==> src/sv/dcm_pkg.sv <==
// diverging colormap package: position types, palette levels and blend helpers
// used by dcm_scale, dcm_blend and the top level; depends on nothing
`default_nettype none

package dcm_pkg;

  // widths of the sample, scale, fixed-point position, sums and colour channels
  localparam int unsigned SampleW = 16;
  localparam int unsigned InvMaxW = 24;
  localparam int unsigned BandW   = 15;
  localparam int unsigned PosW    = 12;
  localparam int unsigned ProdW   = SampleW + InvMaxW + 1;
  localparam int unsigned ScaleSh = 17;
  localparam int unsigned SumW    = 20;
  localparam int unsigned ColW    = 8;
  localparam int unsigned CfgIdxW = 2;

  // configuration register indices
  localparam logic [CfgIdxW-1:0] CFG_INV_MAX   = 2'd0;
  localparam logic [CfgIdxW-1:0] CFG_ZERO_BAND = 2'd1;

  // register reset values
  localparam logic [InvMaxW-1:0] INV_MAX_RST   = 24'd65536;
  localparam logic [BandW-1:0]   ZERO_BAND_RST = 15'd0;

  // highest palette segment
  localparam logic [2:0] SEG_LAST = 3'd5;

  // colour levels of the palette stops
  typedef enum logic [1:0] {
    LVL_ZERO = 2'd0,
    LVL_HALF = 2'd1,
    LVL_FULL = 2'd2
  } lvl_e;

  typedef enum logic [1:0] {
    CH_RED   = 2'd0,
    CH_GREEN = 2'd1,
    CH_BLUE  = 2'd2
  } chan_e;

  // position of one item inside the palette
  typedef struct packed {
    logic             black;
    logic [2:0]       seg;
    logic [PosW-1:0]  frac;
  } pos_t;

  // level of one channel at a palette stop: blue, sky, cyan, white, yellow, orange, red
  function automatic lvl_e stop_level(logic [2:0] idx, chan_e ch);
    lvl_e lvl;
    lvl = LVL_ZERO;
    case (ch)
      CH_RED: begin
        lvl = (idx >= 3'd3 && idx <= 3'd6) ? LVL_FULL : LVL_ZERO;
      end
      CH_GREEN: begin
        case (idx)
          3'd1, 3'd5: lvl = LVL_HALF;
          3'd2, 3'd3, 3'd4: lvl = LVL_FULL;
          default: lvl = LVL_ZERO;
        endcase
      end
      CH_BLUE: begin
        lvl = (idx <= 3'd3) ? LVL_FULL : LVL_ZERO;
      end
      default: lvl = LVL_ZERO;
    endcase
    return lvl;
  endfunction

  // level times weight, by shifts: 255*x or 128*x or zero
  function automatic logic [SumW-1:0] lvl_mul(lvl_e lvl, logic [PosW:0] x);
    logic [SumW-1:0] xe;
    logic [SumW-1:0] r;
    xe = {{(SumW-PosW-1){1'b0}}, x};
    case (lvl)
      LVL_FULL: r = (xe << 8) - xe;
      LVL_HALF: r = xe << 7;
      default:  r = '0;
    endcase
    return r;
  endfunction

endpackage

`default_nettype wire

==> src/sv/dcm_scale.sv <==
// first two pipeline stages: sample times inv_max and zero band test, then offset and
// clamp to a Q0.12 position and split it into palette segment and fraction; uses dcm_pkg
`default_nettype none

module dcm_scale
  import dcm_pkg::*;
(
  input  wire logic                       clk_i,
  input  wire logic                       rst_ni,
  input  wire logic [InvMaxW-1:0]         inv_max_i,
  input  wire logic [BandW-1:0]           zero_band_i,
  input  wire logic                       in_valid_i,
  output      logic                       in_ready_o,
  input  wire logic signed [SampleW-1:0]  sample_i,
  output      logic                       pos_valid_o,
  input  wire logic                       pos_ready_i,
  output      pos_t                       pos_o
);

  localparam logic signed [ProdW:0] PosOffset = (ProdW+1)'(2048) <<< ScaleSh;

  logic                       v1_q, v2_q;
  logic                       rdy1, rdy2;
  logic signed [ProdW-1:0]    prod_d, prod_q;
  logic                       black_d, black_q;
  logic [SampleW:0]           mag;
  logic signed [ProdW:0]      t;
  logic [ProdW-ScaleSh:0]     quo;
  logic [PosW-1:0]            s;
  logic [PosW+2:0]            six;
  pos_t                       pos_d, pos_q;

  // stage readiness, bubbles collapse
  assign rdy2       = !v2_q || pos_ready_i;
  assign rdy1       = !v1_q || rdy2;
  assign in_ready_o = rdy1;

  // stage 1: product and zero band test
  assign prod_d  = sample_i * $signed({1'b0, inv_max_i});
  assign mag     = sample_i[SampleW-1] ? (SampleW+1)'(-{sample_i[SampleW-1], sample_i})
                                       : {1'b0, sample_i};
  assign black_d = (zero_band_i != '0) && (mag < {{(SampleW+1-BandW){1'b0}}, zero_band_i});

  always_ff @(posedge clk_i or negedge rst_ni) begin
    if (!rst_ni) begin
      v1_q <= 1'b0;
    end else if (rdy1) begin
      v1_q <= in_valid_i;
    end
  end

  always_ff @(posedge clk_i) begin
    if (rdy1 && in_valid_i) begin
      prod_q  <= prod_d;
      black_q <= black_d;
    end
  end

  // stage 2: offset, clamp, times six, split
  assign t   = {prod_q[ProdW-1], prod_q} + PosOffset;
  assign quo = t[ProdW:ScaleSh];

  always_comb begin
    if (t[ProdW]) begin
      s = '0;
    end else if (|quo[ProdW-ScaleSh:PosW]) begin
      s = '1;
    end else begin
      s = quo[PosW-1:0];
    end
  end

  assign six         = {1'b0, s, 2'b00} + {2'b00, s, 1'b0};
  assign pos_d.black = black_q;
  assign pos_d.seg   = six[PosW+2:PosW];
  assign pos_d.frac  = six[PosW-1:0];

  always_ff @(posedge clk_i or negedge rst_ni) begin
    if (!rst_ni) begin
      v2_q <= 1'b0;
    end else if (rdy2) begin
      v2_q <= v1_q;
    end
  end

  always_ff @(posedge clk_i) begin
    if (rdy2 && v1_q) begin
      pos_q <= pos_d;
    end
  end

  assign pos_valid_o = v2_q;
  assign pos_o       = pos_q;

`ifndef SYNTHESIS
  // the clamp keeps the segment inside the palette
  a_seg_range: assert property (@(posedge clk_i) disable iff (!rst_ni)
    v2_q |-> pos_q.seg <= SEG_LAST)
    else $error("palette segment past the last stop");

  // a stalled position item stays put
  a_pos_hold: assert property (@(posedge clk_i) disable iff (!rst_ni)
    v2_q && !pos_ready_i |=> v2_q && $stable(pos_q))
    else $error("position item changed while stalled");
`endif

endmodule

`default_nettype wire

==> config.mk <==
export PLATFORM = sky130hd
export DESIGN_NAME = dcm_scale
export DESIGN_NICKNAME = d
export VERILOG_FILES = /design/src/sv/dcm_pkg.sv /design/src/sv/dcm_scale.sv
export SDC_FILE = /design/constraint.sdc
export NUM_CORES = 1
export LEC_CHECK = 0
export ABC_AREA = 0
export BUFFER_PORTS_ARGS = -buffer_cell sky130_fd_sc_hd__buf_2
export CAP_MARGIN = 20
export CORE_MARGIN = 2
export CORE_UTILIZATION = 45
export DETAILED_ROUTE_END_ITERATION = 8
export SLEW_MARGIN = 25
export SYNTH_ARGS = -nofsm -noshare
export SYNTH_HDL_FRONTEND = slang
export SYNTH_SLANG_ARGS = --single-unit
export TNS_END_PERCENT = 50
==> constraint.sdc <==
create_clock -name clk_i -period 4.8 [get_ports clk_i]
set_clock_uncertainty 0.1 [all_clocks]
set_input_delay 0.48 -clock clk_i [delete_from_list [all_inputs] [get_ports clk_i]]
set_output_delay 0.48 -clock clk_i [all_outputs]
set_load 0.005 [all_outputs]
==> results of run 1 <==
-- metal layers --
metal / global-route usage (%) / wire (um) / vias up / share of wire [%]
met2: 43.2 / 21000 / 224 / 54
met4: 6.75 / 1230 / 0 / 3.2
met3: 1.99 / 1200 / 76 / 3.1
li1: - / - / 5416 / -
met1: 27.8 / 15700 / 5990 / 40
met5: 0 / 0 / - / 0
-- placed cells by master, fill, tap and decap left out, types with 24 or more instances in the layout --
cell type and instances:
fa_1 297, xnor2_1 33, nand2_1 206, buf_6 24, and2_1 155, buf_12 24, edfxtp_1 40, nor2_1 26
inv_1 378, buf_4 184, buf_2 47, ha_1 150
-- final timing paths --
check,slack [ns],end
max,-1.07,prod_q[36]
min,0.29,v1_q
max reg2reg,0.30,pos_o[13]
min reg2reg,0.34,pos_o[15]
max in group asynchronous,4.10,v1_q
min in group asynchronous,0.41,pos_valid_o
-- repair_timing --
action | CTS | global route
setup endpoints to repair | 24 | 27
gates cloned | 0 | 2
pin swaps | 70 | 46
setup buffers | 9 | 13
hold buffers | 1 | 0
resized for setup | 120 | 57
hold endpoints to repair | 2 | 0
-- sequential cells by signal (all words and copies together) (netlist names) --
| name | cells |
|---|---|
| prod_q | 24 |
| pos_o | 15 |
| v1_q | 1 |
| pos_valid_o | 1 |
| black_q | 1 |
-- cell type report --
class                           instances  area (um2)
Clock inverter                          2        12.5
Sequential cell                        42        1250
Timing Repair Buffer                  290        2540
Fill cell                            3010       14200
Inverter                              395        1490
Tap cell                              442         553
Multi-Input combinational cell       1146       12500
Clock buffer                            6         129
-- metrics by stage --
stage	cell area, um2	worst slack, ns	setup TNS, ns	utilization, %	std cells
floorplan	15400	-1.15	-20.55	-	1657
global placement	17400	-1.66	-35.40	53.4	2290
detailed placement	17400	-1.68	-35.88	53.4	2290
CTS	18100	-1.11	-20.19	55.4	2308
global route	18500	-1.26	-24.84	56.5	2323
finish	18500	-1.07	-20.77	56.5	2323
-- cell families after synthesis --
family | share of synthesized area, %
simple gates | 16.4
other cells | 0.0250
compound gates | 5.98
xor+xnor | 2.92
fa+ha+maj | 54.5
flops | 8.33
buf+inv | 11.9
mux | 0.0667
==> metrics.log, run 1 <==
[metrics] final net count: 2409
[metrics] Max-Cap Viols: 0
[metrics] result of the run: complete, but fails checks
[metrics] worst-case clock buffer depth: 2
[metrics] number of cells on the critical path: 22
[metrics] number of top-level design ports: 77
[metrics] Hold Vio Cnt, Final: 0
[metrics] clock latency of the later-clocked register in the worst-skew pair: 0.29 ns
[metrics] cell-by-cell trace of the critical path: buf_12, buf_8, and2_4, fa_1, inv_2, fa_1, inv_2, fa_1, fa_1, fa_1, fa_1, ha_4, a21o_1, a21o_1, a21oi_2, o21ai_2, a221oi_2, buf_4, o221ai_4, a21o_1, a21oi_2, xnor2_1
[metrics] Critical Path RT: 4.74 ns
[metrics] Pins Over Slew Limit: 0
[metrics] CP Launch Type: primary input
[metrics] core footprint: 32700 um2
[metrics] Critical Path End Type: register
[metrics] clock sink total: 42
[metrics] initial antenna violation count: 0
[metrics] Diodes inserted: 0
[metrics] ranking of synthesized cells by area: fa_1 (41%), ha_1 (14%), inv_1 (9.8%), edfxtp_1 (8.0%), and2_1 (7.2%)
[metrics] EDFF count, synth: 40
[metrics] TritonCTS clock tree: built
[metrics] share of synthesized area occupied by flip-flops and latches: 8.33%
[metrics] crit-path most repeated cell: fa_1
[metrics] wire per inst: 16.8 um
[metrics] Final setup viols: 24
[metrics] post-detailed-route count of antenna-violating nets: 0
[metrics] via count: 11.7k
[metrics] first-pass GRT wire length: 64.1 mm
[metrics] fraction of synthesized cell area taken by the top area cell type: 40.8%
[metrics] floorplan die area: 34800 um2
[metrics] critical-path cell with the highest stage delay: fa_1
[metrics] first-pass detailed-route iteration total: 6
[metrics] number of synthesis warnings: 0
[metrics] netlist area before placement: 15000 um2
[metrics] Worst Hold Path Cells: 2
[metrics] startpoint of the tightest hold check path: in_valid_i
[metrics] standard-cell rows: 66
[metrics] setup repair after global routing missed its margin: yes
[metrics] launch instance of the worst register-to-register path: prod_q[28]
[metrics] detailed-route vias per instance: 5.04
[metrics] clock root buffer: clkbuf_16
[metrics] Final min period: 5.87 ns
[metrics] clock buffer count from CTS: 5
[metrics] Clk pin slew, worst setup/hold paths: 0.06 ns
[metrics] total of buffers placed on input and output ports: 75
[metrics] critical path type: primary input to register
[metrics] vias in the first global route: 13.0k
[metrics] Synth Net Count: 2186
[metrics] initial cell density of the core: 45.9%
[metrics] maximum number of pins on one net before global-route repair: 26
[metrics] maximum single-stage delay on the critical path: 0.57 ns
[metrics] arrival time reported for the critical path endpoint: 5.82 ns
[metrics] share of synthesized registers carrying an async set or reset: 4.76%
[metrics] H-tree depth: 2
[metrics] overall routed net length: 39.1 mm
[metrics] synthesized area per cell: 9.06 um2
[metrics] layout cells sized above 1: 22.0%
[metrics] distinct cell type count after synthesis: 58
[metrics] die height: 187 um
[metrics] slew of the pin with the lowest slew margin: 0.735 ns
[metrics] dominant cell by count in the synthesized netlist: inv_1
[metrics] die boundary width: 187 um
[metrics] final routed DRC violation total: 0
[metrics] R2R cell count: 17
[metrics] Worst Hold Class: primary input to register
[metrics] maximum fanout along the worst path: 6
[metrics] sum of buffers and inverters on the critical path: 5
[metrics] most used flip-flop cell after synthesis: edfxtp_1
[metrics] most frequent cells after synthesis: inv_1 (394), fa_1 (306), nand2_1 (212)
[metrics] share of the clock period used by the worst path: 122%
[metrics] detailed placer's ending HPWL: 33.2 mm
[metrics] top cell family by delay on the critical path: adder cells
[metrics] worst hold-check slack: 0.295 ns
[metrics] area leader, netlist: fa_1
[metrics] Syn-to-layout area delta: 23.0%
[metrics] critical path startpoint: inv_max_i[11]
[metrics] violated checks: setup timing
[metrics] routability congestion estimate: 0.851
[metrics] global routing usage summed across all routing layers: 23.0%
[metrics] aggregate global routing overflow: 0
[metrics] post-synthesis sequential element count: 42
[metrics] worst slew margin relative to its limit: 51.0%
[metrics] number of DRC markers in iteration 0: 537
[metrics] cell count after synthesis: 1657
[metrics] setup slack of the critical path after layout: -1.07 ns
[metrics] Fmax achieved: 170 MHz
Power of run 1 is not shown: default switching activity piles up to over one toggle a cycle in this logic, so the estimate is an artifact.
==> run 2: changes to the inputs <==
--- a/config.mk
+++ b/config.mk
@@ -11,6 +11,7 @@
 export CORE_MARGIN = 2
 export CORE_UTILIZATION = 45
 export DETAILED_ROUTE_END_ITERATION = 8
+export GPL_TIMING_DRIVEN = 0
 export SLEW_MARGIN = 25
 export SYNTH_ARGS = -nofsm -noshare
 export SYNTH_HDL_FRONTEND = slang
==> constraint.sdc (replaced) <==
create_clock -name clk_i -period 4.8 [get_ports clk_i]
set_clock_uncertainty 0.1 [all_clocks]
set_input_delay 0.72 -clock clk_i [delete_from_list [all_inputs] [get_ports clk_i]]
set_output_delay 0.72 -clock clk_i [all_outputs]
set_load 0.005 [all_outputs]
==> metrics.log, run 2 (synthesis gave the netlist of run 1 again) <==
[metrics] Max-Cap Viols: 0 (unchanged)
[metrics] most common cell after layout, fill and taps aside: inv_1 (unchanged)
[metrics] Hold Vio Cnt, Final: 0 (unchanged)
[metrics] non-filler instance count after layout: 2227 (was 2323)
[metrics] result of the run: complete, but fails checks (unchanged)
[metrics] arrival time reported for the critical path endpoint: 6.34 ns (was 5.82 ns)
[metrics] global routing's busiest layer: met2 (unchanged)
[metrics] Pins Over Slew Limit: 0 (unchanged)
[metrics] via count: 11.6k (was 11.7k)
[metrics] TritonCTS clock tree: built (unchanged)
[metrics] wire per inst: 20.2 um (was 16.8 um)
[metrics] global routing usage summed across all routing layers: 26.3% (was 23.0%)
[metrics] largest register by flop count: prod_q (unchanged)
[metrics] worst-case clock buffer depth: 2 (unchanged)
[metrics] number of top-level design ports: 77 (unchanged)
[metrics] routability congestion estimate: 0.924 (was 0.851)
[metrics] setup slack of the critical path after layout: -1.61 ns (was -1.07 ns)
[metrics] Syn-to-layout area delta: 20.2% (was 23.0%)
[metrics] detailed-route vias per instance: 5.22 (was 5.04)
[metrics] met1 demand-to-capacity share in global routing: 33.8% (was 27.8%)
[metrics] floorplan die area: 34800 um2 (unchanged)
[metrics] instance area after placement: 16300 um2 (was 17400 um2)
[metrics] overall routed net length: 44.9 mm (was 39.1 mm)
[metrics] clock sink total: 42 (unchanged)
[metrics] maximum number of pins on one net before global-route repair: 26 (unchanged)
[metrics] first-pass detailed-route iteration total: 7 (was 6)
[metrics] CP Launch Type: primary input (unchanged)
[metrics] final net count: 2312 (was 2409)
[metrics] final routed DRC violation total: 0 (unchanged)
[metrics] global-route track usage on met2: 46.3% (was 43.2%)
[metrics] setup repair after global routing missed its margin: yes (unchanged)
[metrics] initial cell density of the core: 45.9% (unchanged)
[metrics] Final min period: 6.41 ns (was 5.87 ns)
[metrics] aggregate global routing overflow: 0 (unchanged)
[metrics] standard-cell rows: 66 (unchanged)
[metrics] share of the clock period used by the worst path: 133% (was 122%)
[metrics] first-pass GRT wire length: 69.8 mm (was 64.1 mm)
[metrics] Worst Hold Class: primary input to async pin (was primary input to register)
[metrics] worst slew margin relative to its limit: 46.8% (was 51.0%)
[metrics] core occupancy in the finished layout: 55.2% (was 56.5%)
[metrics] die boundary width: 187 um (unchanged)
[metrics] clock buffer count from CTS: 5 (unchanged)
[metrics] Final setup viols: 24 (unchanged)
[metrics] flip-flop count of the largest register, all copies and words added: 24 (unchanged)
[metrics] leading cell types in the layout, fill and taps excluded: inv_1 (384), fa_1 (293), nand2_1 (206) (was inv_1 (378), fa_1 (297), nand2_1 (206))
[metrics] die height: 187 um (unchanged)
[metrics] post-detailed-route count of antenna-violating nets: 0 (unchanged)
[metrics] slew of the pin with the lowest slew margin: 0.797 ns (was 0.735 ns)
[metrics] grt met3 use: 3.48% (was 1.99%)
[metrics] Critical Path End Type: register (unchanged)
[metrics] detailed placer's ending HPWL: 35.5 mm (was 33.2 mm)
[metrics] violated checks: setup timing (unchanged)
[metrics] layout cells sized above 1: 16.5% (was 22.0%)
[metrics] H-tree depth: 2 (unchanged)
[metrics] number of DRC markers in iteration 0: 658 (was 537)
[metrics] Critical Path RT: 4.73 ns (was 4.74 ns)
[metrics] filler cell count in the final layout: 3043 (was 3010)
[metrics] clock latency of the later-clocked register in the worst-skew pair: 0.28 ns (was 0.29 ns)
[metrics] Clk pin slew, worst setup/hold paths: 0.06 ns (about the same)
[metrics] critical path type: primary input to register (unchanged)
[metrics] total of buffers placed on input and output ports: 62 (was 75)
[metrics] Non-Filler Cell Area, Final: 18000 um2 (was 18500 um2)
[metrics] initial antenna violation count: 3 (was 0)
[metrics] number of instances in the placed design: 2161 (was 2290)
[metrics] vias in the first global route: 12.3k (was 13.0k)
[metrics] core footprint: 32700 um2 (unchanged)
[metrics] clock root buffer: clkbuf_16 (unchanged)
[metrics] maximum fanout along the worst path: 8 (was 6)
[metrics] Fmax achieved: 156 MHz (was 170 MHz)
-- run 2: cell count changes in the layout (fill, tap and decap cells not counted), sizes merged --
| cell | previous run | this run |
|---|---|---|
| clkbuf | 9 | 70 |
| buf | 286 | 129 |
| dlygate4sd3 | 1 | 0 |
| diode | 0 | 1 |
-- run 2: per-layer routing --
metal / vias up / wire length (um) / part of all wire [%]
met5: - / 18 / 0.040
met3: 83 / 2610 / 5.8
li1: 5226 / - / -
met4: 2 / 1550 / 3.5
met2: 349 / 22600 / 50
met1: 5963 / 18100 / 40
-- run 2: worst paths after layout --
kind                            slack [ns]          end   startpoint  depth (start not counted)
worst min register to register        0.32    pos_o[15]      black_q                          0
worst min-delay path                  0.11  pos_valid_o       rst_ni                          1
worst max-delay path                 -1.61   prod_q[36]  sample_i[5]                         23
min in group clk_i                    0.32    pos_o[15]      black_q                          0
max in group asynchronous             4.39         v1_q       rst_ni                          1
worst max register to register        0.30    pos_o[13]   prod_q[28]                         18
-- run 2: cell type report --
type / count / area [um2] / share of cell area (%)
antenna: 1 / 2.50 / 0.0139
buffer: 74 / 1300 / 7.21
clock buffer: 6 / 129 / 0.714
clock inverter: 2 / 12.5 / 0.0693
inverter: 395 / 1490 / 8.26
multi-input combinational: 1146 / 12400 / 68.7
sequential: 42 / 1250 / 6.93
tap: 442 / 553 / 3.06
timing repair buffer: 119 / 910 / 5.04
-- run 2: worst max-delay path: stages --
cell and delay, ns:
clkbuf_16 0.14, clkbuf_16 0.17, and2_4 0.14, fa_1 0.51, inv_2 0.04, fa_1 0.49, fa_1 0.51, inv_2 0.04
fa_1 0.48, fa_1 0.49, inv_1 0.05, fa_2 0.57, inv_2 0.07, ha_4 0.26, a21oi_4 0.15, o211ai_1 0.14
a221oi_2 0.32, o21ai_2 0.10, a31oi_4 0.28, o221ai_2 0.17, a21o_1 0.23, a21oi_2 0.17, xnor2_2 0.09
-- run 2: through the flow --
step / worst slack (ns) / setup TNS (ns) / hold slack [ns]
2_1_floorplan: -1.39 / -26.31 / 0.300
5_1_grt: -1.76 / -34.79 / 0.105
4_1_cts: -1.58 / -30.58 / 0.104
3_5_place_dp: -2.77 / -56.27 / 0.308
6_report: -1.61 / -30.94 / 0.109
3_3_place_gp: -2.77 / -55.83 / 0.311
-- run 2: timing repair --
action | 4_1_cts | 5_1_grt
buffers inserted | 45 | 11
endpoints found under the hold margin | 0 | 0
hold buffers | 0 | 0
pin swaps | 26 | 31
resized for setup | 203 | 53
endpoints found under the setup margin | 26 | 28
gates cloned | 0 | 1
Power of run 2 is left out for the same reason.
